==> config.mk <==
export PLATFORM = sky130hd
export DESIGN_NAME = chained_hash_table
export DESIGN_NICKNAME = d
export VERILOG_FILES = /design/src/sv/chash_pkg.sv /design/src/sv/chained_hash_table.sv /design/src/sv/chash_ram.sv /design/src/sv/chash_mod.sv
export SDC_FILE = /design/constraint.sdc
export NUM_CORES = 2
export LEC_CHECK = 0
export BUFFER_PORTS_ARGS = -buffer_cell sky130_fd_sc_hd__buf_2
export CELL_PAD_IN_SITES_DETAIL_PLACEMENT = 0
export CELL_PAD_IN_SITES_GLOBAL_PLACEMENT = 1
export CORE_MARGIN = 2
export CORE_UTILIZATION = 54
export CTS_BUF_LIST = sky130_fd_sc_hd__clkbuf_8 sky130_fd_sc_hd__clkbuf_16
export DETAILED_ROUTE_END_ITERATION = 10
export GPL_TIMING_DRIVEN = 1
export PLACE_DENSITY = 0.85
export SYNTH_ARGS = -nofsm -noshare
export SYNTH_HDL_FRONTEND = slang
export SYNTH_SLANG_ARGS = --single-unit
==> constraint.sdc <==
create_clock -name clk -period 10.2 [get_ports clk]
set_clock_uncertainty 0.2 [all_clocks]
set_input_delay 1.02 -clock clk [delete_from_list [all_inputs] [get_ports clk]]
set_output_delay 1.02 -clock clk [all_outputs]
set_load 0.02 [all_outputs]
==> src/sv/chash_pkg.sv <==
// ----------------------------------------------------------------------------
// chash_pkg
// Shared types and constants of the chained hash table: operation and status
// codes, field widths and default sizes.
// ----------------------------------------------------------------------------
package chash_pkg;

	localparam int unsigned BUCKETS_DEF = 10;
	localparam int unsigned NODES_DEF   = 64;

	localparam int unsigned KEY_W    = 32;
	localparam int unsigned KIND_W   = 2;
	localparam int unsigned STATUS_W = 3;
	localparam int unsigned BKT_W    = 4;

	typedef enum logic [KIND_W-1:0] {
		KIND_INSERT = 2'd0,
		KIND_SEARCH = 2'd1,
		KIND_DELETE = 2'd2,
		KIND_SPARE  = 2'd3
	} kind_t;

	typedef enum logic [STATUS_W-1:0] {
		ST_INSERTED  = 3'd0,
		ST_FOUND     = 3'd1,
		ST_NOT_FOUND = 3'd2,
		ST_EMPTY     = 3'd3,
		ST_DELETED   = 3'd4,
		ST_FULL      = 3'd5
	} status_t;

endpackage

==> src/sv/chained_hash_table.sv <==
// ----------------------------------------------------------------------------
// chained_hash_table
// Hash table with separate chaining over a fixed node pool; insert, search
// and delete of signed 32-bit keys, one result beat per request beat.
// ----------------------------------------------------------------------------
// After reset the bucket head RAM is swept clear, and no request is taken
// during the sweep. Each request is then accepted, passes the bucket index
// unit (key register, reciprocal multiply, remainder, sign fix), reads the
// head RAM, walks the chain in the node RAM (one node a cycle, set by its
// single read port), pops the free list or frees a deleted node where an
// insert or delete needs it, and hands the result to the output register.
// That last step waits while an earlier result beat is still untaken.
// Inserts do not walk. The node pool is handed out from a free list threaded
// through the node RAM links while that list holds a node, else from a fill
// counter. A new request is taken while a result beat waits.
// ----------------------------------------------------------------------------
module chained_hash_table
	import chash_pkg::*;
#(
	parameter int unsigned BUCKETS = BUCKETS_DEF,
	parameter int unsigned NODES   = NODES_DEF
) (
	input  logic        clk,
	input  logic        arst_n,
	input  logic        s_tvalid,
	output logic        s_tready,
	input  logic [31:0] s_tdata,  // key[31:0]
	input  logic [1:0]  s_tuser,  // kind[1:0]
	output logic        m_tvalid,
	input  logic        m_tready,
	output logic [7:0]  m_tdata   // status[2:0], bucket[6:3], collision[7]
);

	localparam int unsigned BW = $clog2(BUCKETS);
	localparam int unsigned NW = $clog2(NODES);
	localparam int unsigned HW = NW + 1;
	localparam int unsigned FW = $clog2(NODES + 1);
	localparam int unsigned EW = KEY_W + HW;

	typedef enum logic [7:0] {
		S_CLEAR = 8'b0000_0001,
		S_IDLE  = 8'b0000_0010,
		S_MOD   = 8'b0000_0100,
		S_HEAD  = 8'b0000_1000,
		S_ALLOC = 8'b0001_0000,
		S_WALK  = 8'b0010_0000,
		S_FREE  = 8'b0100_0000,
		S_FIN   = 8'b1000_0000
	} state_t;

	state_t           state_q;
	logic [BW-1:0]    clr_q;
	kind_t            kind_q;
	logic [KEY_W-1:0] key_q;
	logic [BW-1:0]    bkt_q;
	logic [HW-1:0]    head_q;
	logic [NW-1:0]    n_q;
	logic [NW-1:0]    cur_q;
	logic [NW-1:0]    prev_q;
	logic             prev_v_q;
	logic [KEY_W-1:0] prev_key_q;
	logic [HW-1:0]    free_head_q;
	logic [FW-1:0]    fresh_q;
	status_t          res_status_q;
	logic             res_coll_q;
	logic             m_valid_q;
	logic [7:0]       m_data_q;

	logic             mod_done;
	logic [BW-1:0]    mod_res;

	logic             h_we;
	logic [BW-1:0]    h_waddr;
	logic [HW-1:0]    h_wdata;
	logic [BW-1:0]    h_raddr;
	logic [HW-1:0]    h_rdata;

	logic             n_we;
	logic [NW-1:0]    n_waddr;
	logic [EW-1:0]    n_wdata;
	logic [NW-1:0]    n_raddr;
	logic [EW-1:0]    n_rdata;

	logic [KEY_W-1:0] nd_key;
	logic [HW-1:0]    nd_link;
	logic             accept;
	logic             fin_go;

	assign accept   = s_tvalid && s_tready;
	assign s_tready = (state_q == S_IDLE);
	assign fin_go   = (state_q == S_FIN) && (!m_valid_q || m_tready);
	assign nd_key   = n_rdata[EW-1:HW];
	assign nd_link  = n_rdata[HW-1:0];

	chash_mod #(
		.BUCKETS(BUCKETS)
	) u_mod (
		.clk    (clk),
		.arst_n (arst_n),
		.start  (accept),
		.key    (s_tdata),
		.done   (mod_done),
		.res    (mod_res)
	);

	chash_ram #(
		.DEPTH(BUCKETS),
		.WIDTH(HW)
	) u_heads (
		.clk   (clk),
		.we    (h_we),
		.waddr (h_waddr),
		.wdata (h_wdata),
		.raddr (h_raddr),
		.rdata (h_rdata)
	);

	chash_ram #(
		.DEPTH(NODES),
		.WIDTH(EW)
	) u_nodes (
		.clk   (clk),
		.we    (n_we),
		.waddr (n_waddr),
		.wdata (n_wdata),
		.raddr (n_raddr),
		.rdata (n_rdata)
	);

	// memory port steering
	always_comb begin
		h_we    = 1'b0;
		h_waddr = bkt_q;
		h_wdata = '0;
		h_raddr = mod_res;
		n_we    = 1'b0;
		n_waddr = cur_q;
		n_wdata = {key_q, free_head_q};
		n_raddr = nd_link[NW-1:0];
		case (state_q)
			S_CLEAR: begin
				h_we    = 1'b1;
				h_waddr = clr_q;
			end
			S_HEAD: begin
				if (kind_q == KIND_INSERT) begin
					n_raddr = free_head_q[NW-1:0];
					if (!free_head_q[HW-1] && (fresh_q < FW'(NODES))) begin
						h_we    = 1'b1;
						h_wdata = {1'b1, fresh_q[NW-1:0]};
						n_we    = 1'b1;
						n_waddr = fresh_q[NW-1:0];
						n_wdata = {key_q, h_rdata};
					end
				end else begin
					n_raddr = h_rdata[NW-1:0];
				end
			end
			S_ALLOC: begin
				h_we    = 1'b1;
				h_wdata = {1'b1, n_q};
				n_we    = 1'b1;
				n_waddr = n_q;
				n_wdata = {key_q, head_q};
			end
			S_WALK: begin
				if ((nd_key == key_q) && (kind_q == KIND_DELETE)) begin
					if (prev_v_q) begin
						n_we    = 1'b1;
						n_waddr = prev_q;
						n_wdata = {prev_key_q, nd_link};
					end else begin
						h_we    = 1'b1;
						h_wdata = nd_link;
					end
				end
			end
			S_FREE: begin
				n_we = 1'b1;
			end
			default: begin
			end
		endcase
	end

	always_ff @(posedge clk or negedge arst_n) begin
		if (!arst_n) begin
			state_q     <= S_CLEAR;
			clr_q       <= '0;
			free_head_q <= '0;
			fresh_q     <= '0;
			m_valid_q   <= 1'b0;
		end else begin
			if (fin_go) begin
				m_valid_q <= 1'b1;
			end else if (m_tready) begin
				m_valid_q <= 1'b0;
			end
			case (state_q)
				S_CLEAR: begin
					clr_q <= clr_q + BW'(1);
					if (clr_q == BW'(BUCKETS - 1)) begin
						state_q <= S_IDLE;
					end
				end
				S_IDLE: begin
					if (accept) begin
						state_q <= S_MOD;
					end
				end
				S_MOD: begin
					if (mod_done) begin
						state_q <= S_HEAD;
					end
				end
				S_HEAD: begin
					if (kind_q == KIND_INSERT) begin
						if (free_head_q[HW-1]) begin
							state_q <= S_ALLOC;
						end else begin
							if (fresh_q < FW'(NODES)) begin
								fresh_q <= fresh_q + FW'(1);
							end
							state_q <= S_FIN;
						end
					end else if (h_rdata[HW-1]) begin
						state_q <= S_WALK;
					end else begin
						state_q <= S_FIN;
					end
				end
				S_ALLOC: begin
					free_head_q <= nd_link;
					state_q     <= S_FIN;
				end
				S_WALK: begin
					if (nd_key == key_q) begin
						state_q <= (kind_q == KIND_DELETE) ? S_FREE : S_FIN;
					end else if (!nd_link[HW-1]) begin
						state_q <= S_FIN;
					end
				end
				S_FREE: begin
					free_head_q <= {1'b1, cur_q};
					state_q     <= S_FIN;
				end
				S_FIN: begin
					if (fin_go) begin
						state_q <= S_IDLE;
					end
				end
				default: begin
					state_q <= S_IDLE;
				end
			endcase
		end
	end

	// datapath registers
	always_ff @(posedge clk) begin
		if (accept) begin
			kind_q <= kind_t'(s_tuser);
			key_q  <= s_tdata;
		end
		if ((state_q == S_MOD) && mod_done) begin
			bkt_q <= mod_res;
		end
		if (fin_go) begin
			m_data_q <= {res_coll_q, BKT_W'(bkt_q), res_status_q};
		end
		case (state_q)
			S_HEAD: begin
				head_q     <= h_rdata;
				n_q        <= free_head_q[NW-1:0];
				cur_q      <= h_rdata[NW-1:0];
				prev_v_q   <= 1'b0;
				res_coll_q <= 1'b0;
				if (kind_q == KIND_INSERT) begin
					if (!free_head_q[HW-1]) begin
						if (fresh_q < FW'(NODES)) begin
							res_status_q <= ST_INSERTED;
							res_coll_q   <= h_rdata[HW-1];
						end else begin
							res_status_q <= ST_FULL;
						end
					end
				end else begin
					res_status_q <= ST_EMPTY;
				end
			end
			S_ALLOC: begin
				res_status_q <= ST_INSERTED;
				res_coll_q   <= head_q[HW-1];
			end
			S_WALK: begin
				if (nd_key == key_q) begin
					res_status_q <= ST_FOUND;
				end else begin
					res_status_q <= ST_NOT_FOUND;
					prev_q       <= cur_q;
					prev_v_q     <= 1'b1;
					prev_key_q   <= nd_key;
					cur_q        <= nd_link[NW-1:0];
				end
			end
			S_FREE: begin
				res_status_q <= ST_DELETED;
			end
			default: begin
			end
		endcase
	end

	assign m_tvalid = m_valid_q;
	assign m_tdata  = m_data_q;

	a_fresh_bound: assert property (@(posedge clk) disable iff (!arst_n)
		fresh_q <= FW'(NODES))
		else $error("fill counter beyond pool size");

	a_mod_done_in_mod: assert property (@(posedge clk) disable iff (!arst_n)
		mod_done |-> (state_q == S_MOD))
		else $error("bucket index ready outside index state");

	a_fin_holds: assert property (@(posedge clk) disable iff (!arst_n)
		((state_q == S_FIN) && m_valid_q && !m_tready) |=> (state_q == S_FIN))
		else $error("result loaded over an untaken beat");

	a_no_node_write_idle: assert property (@(posedge clk) disable iff (!arst_n)
		n_we |-> ((state_q != S_IDLE) && (state_q != S_CLEAR)))
		else $error("node ram written outside a request");

endmodule

==> src/sv/chash_ram.sv <==
// ----------------------------------------------------------------------------
// chash_ram
// Simple dual-port synchronous RAM: one write port, one read port, read data
// registered.
// ----------------------------------------------------------------------------
module chash_ram
	import chash_pkg::*;
#(
	parameter int unsigned DEPTH = NODES_DEF,
	parameter int unsigned WIDTH = KEY_W
) (
	input  logic                     clk,
	input  logic                     we,
	input  logic [$clog2(DEPTH)-1:0] waddr,
	input  logic [WIDTH-1:0]         wdata,
	input  logic [$clog2(DEPTH)-1:0] raddr,
	output logic [WIDTH-1:0]         rdata
);

	logic [WIDTH-1:0] mem [DEPTH];

	always_ff @(posedge clk) begin
		if (we) begin
			mem[waddr] <= wdata;
		end
		rdata <= mem[raddr];
	end

endmodule

==> src/sv/chash_mod.sv <==
// ----------------------------------------------------------------------------
// chash_mod
// Bucket index unit: signed 32-bit key modulo the bucket count, taken
// non-negative. Quotient by reciprocal multiplication, remainder from its low
// bits, then a sign correction.
// ----------------------------------------------------------------------------
module chash_mod
	import chash_pkg::*;
#(
	parameter int unsigned BUCKETS = BUCKETS_DEF
) (
	input  logic                       clk,
	input  logic                       arst_n,
	input  logic                       start,
	input  logic [KEY_W-1:0]           key,
	output logic                       done,
	output logic [$clog2(BUCKETS)-1:0] res
);

	localparam int unsigned BW    = $clog2(BUCKETS);
	localparam int unsigned RW    = BW + 1;
	localparam int unsigned MW    = KEY_W + 1;
	localparam int unsigned PW    = KEY_W + MW;
	localparam int unsigned SH    = KEY_W + BW;
	localparam logic [63:0] RECIP = ((64'd1 << SH) / 64'(BUCKETS)) + 64'd1;
	localparam int unsigned CMOD  = int'(64'h1_0000_0000 % 64'(BUCKETS));

	logic             v_s1;
	logic             v_s2;
	logic             v_s3;
	logic             done_q;
	logic [KEY_W-1:0] key_s1;
	logic             neg_s1;
	logic [RW-1:0]    quo_s2;
	logic [RW-1:0]    rem_s3;
	logic [BW-1:0]    res_q;
	logic [PW-1:0]    prod;
	logic [RW-1:0]    rem_nxt;
	logic [RW-1:0]    fix_val;

	// quotient of the unsigned key, only its low bits are kept
	assign prod = PW'(key_s1) * PW'(RECIP[MW-1:0]);

	// remainder is below the bucket count, so the low bits are exact
	assign rem_nxt = key_s1[RW-1:0] - quo_s2 * RW'(BUCKETS);

	// negative key: subtract 2^32 mod buckets
	always_comb begin
		fix_val = rem_s3;
		if (neg_s1) begin
			if (rem_s3 >= RW'(CMOD)) begin
				fix_val = rem_s3 - RW'(CMOD);
			end else begin
				fix_val = rem_s3 + RW'(BUCKETS - CMOD);
			end
		end
	end

	always_ff @(posedge clk or negedge arst_n) begin
		if (!arst_n) begin
			v_s1   <= 1'b0;
			v_s2   <= 1'b0;
			v_s3   <= 1'b0;
			done_q <= 1'b0;
		end else begin
			v_s1   <= start;
			v_s2   <= v_s1;
			v_s3   <= v_s2;
			done_q <= v_s3;
		end
	end

	always_ff @(posedge clk) begin
		if (start) begin
			key_s1 <= key;
			neg_s1 <= key[KEY_W-1];
		end
		if (v_s1) begin
			quo_s2 <= prod[SH +: RW];
		end
		if (v_s2) begin
			rem_s3 <= rem_nxt;
		end
		if (v_s3) begin
			res_q <= fix_val[BW-1:0];
		end
	end

	assign done = done_q;
	assign res  = res_q;

endmodule
## After elaboration in Yosys (flattened, before gate mapping)

Memories as Yosys holds them, arrays and structs flattened. A register that Yosys moved wholly into a read port is not among the register bits.
Index checks and enable logic that the tools add are counted.

- Add/sub/neg operators: 5
- $mul: 2
- Magnitude comparators: 2
- Equality and inequality tests: 18
- Muxes and demuxes: 59
- Bitwise operators: 2
- Reduce and logical (&&, ||, !) cells: 21

Operator list:

| kind | number |
|---|---|
| $pmux W39 S3 | 1 |
| $mux W8 | 10 |
| $mux W39 | 2 |
| $pmux W8 S7 | 1 |
| $mux W6 | 7 |
| $mux W7 | 6 |
| $mul A32 B32 Y40 const B | 1 |
| $eq A32 B32 Y1 | 1 |
| $pmux W7 S3 | 1 |
| $pmux W6 S3 | 1 |
| $mux W1 | 16 |
| $pmux W7 S2 | 1 |
| $mux W4 | 3 |
| $pmux W3 S4 | 1 |
| $pmux W6 S2 | 1 |
| $mux W3 | 3 |
| $eq A8 B1 Y1 const B | 1 |
| $eq A8 B2 Y1 const B | 1 |
| $eq A8 B3 Y1 const B | 1 |
| $eq A8 B4 Y1 const B | 1 |
| $eq A8 B5 Y1 const B | 1 |
| $eq A8 B6 Y1 const B | 1 |
| $eq A8 B7 Y1 const B | 1 |
| $eq A8 B8 Y1 const B | 1 |
| other kinds (27) | 45 |

- Bits in registers: 154
- Memory bits (writable): 2,566
- Input bits: 38
- Output and inout port bits: 10
- Logic and storage cells: 136
- Memories: 2

Memory list:

| name | depth | width | rd ports | clocked after memory_dff | write ports | line | text |
|---|---|---|---|---|---|---|---|
| u_nodes.mem | 64 | 39 | 1 | 1 | 1 | chash_ram.sv:20 | `logic [WIDTH-1:0] mem [DEPTH];` |
| u_heads.mem | 10 | 7 | 1 | 1 | 1 | chash_ram.sv:20 |  |

## Depth between registers and ports, before layout

- Depth after elaboration: 7
- Mapped depth: 22
- Mapped depth without buffers: 22

## Hierarchy

From an unflattened synthesis, not the netlist that was laid out.

- Cells, all modules: 5,802
- Area, all modules: 116,830.8 µm²

By module, submodules not included:

| module | instances | cells an instance | area each (µm²) | sequential area each (µm²) |
|---|---|---|---|---|
| chash_ram (u_nodes) | 1 | 4,059 | 95,352.7 | 75,732.6 |
| chash_mod | 1 | 1,087 | 12,065.3 | 1,451.4 |
| chained_hash_table | 1 | 491 | 6,419.9 | 3,920.0 |
| chash_ram (u_heads) | 1 | 165 | 2,992.9 | 2,242.2 |

## Worst setup path after synthesis

OpenSTA, ideal clock, no wires.

- Path kind: register -> register
- Start: register u_mod.key_s1[10]
- End: register u_mod.quo_s2[3] (data pin)
- Library setup time: 0.271 ns
- Data arrival time: 6.031 ns
- Data required time: 9.729 ns
- Setup slack: 3.698 ns
- Stages on the path, launching flop included: 22
- Buffers on the path: 0
- Period minus slack after synthesis: 6.502 ns
- Cells stage by stage: edfxtp_1 ha_1 xor2_1 ha_1 a21o_1 fa_1 inv_1 fa_1 inv_1 fa_1 fa_1 fa_1 fa_1 ha_1 nand2_1 nor2_1 and3_1 nand3_1 or3b_2 a31oi_1 a2111oi_0 xnor2_1

- Longest elaborated chain between the ends: 1

Ends and longest elaborated chain:

| element | line | text |
|---|---|---|
| start, declared | chash_mod.sv:32 | `logic [KEY_W-1:0] key_s1;` |
| start signal, assigned | chash_mod.sv:75 | `key_s1 <= key;` |
| $mul A32 B32 Y40 | chash_mod.sv:42 | `assign prod = PW'(key_s1) * PW'(RECIP[MW-1:0]);` |
| named net u_mod.prod[39] | chash_mod.sv:37 | `logic [PW-1:0] prod;` |
| end signal, assigned | chash_mod.sv:79 | `quo_s2 <= prod[SH +: RW];` |
| end, declared | chash_mod.sv:34 | `logic [RW-1:0] quo_s2;` |

The timed path passes the listed nets, and every way through them passes these cells.
A chain may end at the register's enable or synchronous reset.

## Worst setup path in the final report

- Start: register u_mod.key_s1[10]
- End: register u_mod.quo_s2[2] (data pin)

Same word-level chain as after synthesis.

==> results.md <==
* Setup CP Type: flip-flop to flip-flop
* CP most frequent cell: fa_1
* Hold Violations, Final at 0
* Core ar. at 220,000 um2
* Via Count at 75,500
* LEAKAGE at 46.3 nW
* Crit. path cell count at 21
* FF+latch count, synth at 2,764
* Max Cap Viol at 0
* Synth Area in XOR/XNOR at 0.672%
* Clock transition at path regs at 60 ps
* TritonCTS clock tree: built
* First-pass GRT wire length at 488,000 um
* RSZ-0062 raised after global routing: no
* Flop2flop setup slack at 2570 ps
* IO Port Bufs at 47
* Combinational family with the most area after synthesis: compound AO/OA/AOI/OAI gates
* Placer congestion estimate at 0.947
* Synth unique cells at 65
* GRT Total Usage at 29.2%
* Max incr delay on CP at 720 ps
* CP Capture Type: flip-flop
* Area share of and/or/nand/nor cells after synthesis at 9.17%
* Adder-cell share of the synthesized area at 6.70%
* Vias per cell at 6.53
* Vias in the first global route at 73,200
* Clk buf depth at 4
* # H-tree levels at 5
* Top_reg_cell synth: edfxtp_1
* Final setup TNS at 0 ps
* Post-CTS setup buffer count at 0
* Yosys warnings at 0
* Critical path's top delay family: adder cells
* Compound-Gate Fraction of Synth Area at 10.8%
* CTS buffer count at 291
* Finish-stage setup viols at 0
* Final worst slack at 2570 ps
* Layout Nets at 8,911
* Crit path cell chain: ha_1 -> inv_1 -> fa_1 -> inv_1 -> fa_1 -> inv_1 -> fa_1 -> inv_1 -> fa_1 -> fa_1 -> fa_1 -> fa_1 -> ha_1 -> a21o_1 -> a21o_1 -> a21o_1 -> a21o_1 -> a21oi_1 -> o211ai_1 -> a31oi_1 -> xnor2_1
* Hold_sp: s_tdata[31]
* Initial antenna violation count at 28
* Normalized max-slew margin at 10.6%
* Final WL at 333,000 um
* Worst endpoint data arrival time at 8100 ps
* Crit path launch type: flip-flop
* Die Wd at 475 um
* Fill cells at 16,000
* Row cnt at 172
* FFs w/ async S/R, synth at 1.12%
* Starting Density at 54.4%
* Crit path max fanout at 8
* Die Height at 475 um
* Layout cell share with drive strength beyond 1 at 8.74%
* Post-synthesis mux area share at 0.640%
* DP Wirelength at 191,000 um
* Post-synthesis sequential area ratio at 68.8%
* Reg-to-Reg Start: u_mod.key_s1[10]
* Post-route ant nets at 0
* Worst Hold Path EP: u_mod.neg_s1
* R2R depth at 21
* CP Data Required Time at 10,670 ps
* Mapped Area at 120,000 um2
* PwrDens at 168 nW/um2
* DIE AREA at 226,000 um2
* RR Endpoint: u_mod.quo_s2[2]
* Root Buffer Master: clkbuf_16
* Syn Area/Cell at 14.1 um2
* Multi-input logic area at 34,200 um2
* Total power draw at 22.3 mW
* Final-report max-slew violation count at 0
* WL/cell at 28.8 um
* Cells after synthesis at 8,502
* Clk Latency, worst-skew pair at 970 ps
* Status: complete, no violations
* Hold Crit Depth at 1
* Clock sinks at 2,764
* Hold_ws at 57.9 ps
* Post-synth EDFFs at 2,687
* Buffers & Inverters on Critical Path at 4
* Register area at 82,400 um2
* Maximum vdd drop at 0.193 mV
* Grt ovf at 0
* Syn Nets at 9,021
* Synth-to-layout area growth at 10.7%
* Critical Path Start: u_mod.key_s1[10]
* Slowest-stage cell, CP: edfxtp_1
* Drt pass-1 iters at 9
* Pre-CTS setup slack at 2560 ps
* Worst Tran Pin Value at 1330 ps
* IO Count at 48
* DR DRC count at 0
* Period utilisation layout at 74.8%
* Largest net degree at the start of global routing at 207
* Final min period at 7630 ps
* F_max at 0.131 GHz
* DR iter-0 viols at 10,400
* Hold Crit Class: primary input to flip-flop
flip-flops by register name, indices dropped and copies added (netlist names), 5 cells and up:
register       cells
u_nodes.mem     2496
m_tdata            8
prev_key_q        32
u_heads.rdata      7
free_head_q        7
n_q                6
u_nodes.rdata     39
u_mod.key_s1      31
u_mod.rem_s3       5
u_heads.mem       70
prev_q             6
head_q             7
cur_q              6
state_q            8
fresh_q            7
repair_timing:
item | 4_1_cts | 5_1_grt
hold buffers | 1 | 0
endpoints found under the hold margin | 30 | 0
resized for setup | 0 | 0
setup endpoints to repair | 0 | 0
power by group:
part / internal, mW / total (mW) / switching [mW] / leakage (nW)
registers: 12.3 / 12.3 / 0.00000000000000000923 / 23.8
clock network: 5.81 / 10.0 / 4.23 / 4.64
logic: 0.00542 / 0.0182 / 0.0128 / 17.9
total: 18.1 / 22.3 / 4.24 / 46.3
worst max path at each step:
stage                          end  slack (ps)
4_1_cts        u_nodes.mem[41][20]        2570
2_1_floorplan      u_mod.quo_s2[3]        3700
6_report           u_mod.quo_s2[2]        2570
5_1_grt            u_mod.quo_s2[2]        2420
3_5_place_dp       u_mod.quo_s2[2]        2560
3_3_place_gp       u_mod.quo_s2[2]        2580
synth_stat cells, drive strengths merged, types with 5 or more instances:
cell | count | area [um2]
o21ai | 38 | 190
inv | 385 | 1450
mux4 | 14 | 315
or4 | 41 | 312
a221oi | 5 | 43.8
nand4 | 12 | 75.1
mux2 | 25 | 282
a22o | 6 | 52.6
nand2 | 1339 | 5030
clkbuf | 551 | 2070
nor4 | 11 | 68.8
a222oi | 6 | 60.1
a211oi | 946 | 7100
dfrtp | 30 | 751
a311oi | 313 | 2740
xnor2 | 44 | 385
a31oi | 324 | 2030
nor2b | 11 | 68.8
and3 | 628 | 3930
dfxtp | 46 | 921
xor2 | 48 | 420
a21o | 41 | 308
buf | 79 | 394
mux2i | 17 | 170
a21oi | 30 | 150
nor2 | 97 | 372
nand3 | 23 | 115
nor3 | 164 | 821
or3 | 5 | 31.3
fa | 267 | 5350
ha | 214 | 2680
edfxtp | 2687 | 80700
nand3b | 5 | 37.5
stage by stage:
step / instances / cell area, um2 / util [%]
after global routing: 11600 / 133000 / 60.2
after detailed placement: 11100 / 124000 / 56.2
after global placement: 11100 / 124000 / 56.2
final: 11600 / 133000 / 60.2
after floorplan: 8502 / 120000 / -
after CTS: 11600 / 133000 / 60.2
layer usage:
| layer | wire length, um | vias to the layer above | global-route usage (%) |
|---|---|---|---|
| met5 | 80 | - | 0 |
| met4 | 8980 | 14 | 8.31 |
| met3 | 35100 | 622 | 5.83 |
| met2 | 156000 | 4361 | 46.0 |
| met1 | 133000 | 38100 | 41.6 |
| li1 | - | 32400 | - |
area by class of cell:
type,instances,share of cell area (%)
Sequential cell,2764,62.1
Multi-Input combinational cell,4723,25.8
Clock buffer,308,5.74
Tap cell,2958,2.79
Timing Repair Buffer,227,1.42
Inverter,385,1.09
Clock inverter,194,1.00
Antenna cell,4,0.00755
layout by cell type, fill, tap and decap left out, types with 16 or more instances in the layout:
master	n
nand2_1	1328
clkbuf_16	300
nor2_1	32
dfrtp_1	30
buf_12	23
clkinv_1	55
mux2_2	25
a211oi_1	946
o21ai_0	27
buf_2	47
ha_1	214
clkinv_2	38
a21o_1	40
and3_1	628
nand3_1	23
buf_4	156
nor3_1	164
xor2_1	48
a311oi_1	313
fa_1	267
mux2i_1	16
a21oi_1	29
inv_1	451
edfxtp_1	2687
nor2_4	65
bufinv_16	18
dfxtp_1	46
xnor2_1	44
or4_1	40
a31oi_1	323
cells by family after synthesis:
family | Yosys count
muxes | 56
buffers and inverters | 1015
adders and majority gates | 481
and+or+nand+nor | 2354
AOI/OAI and AO/OA | 1740
xor gates and xnor gates | 92
DFF | 2764
(Power assumes the default switching activity.)
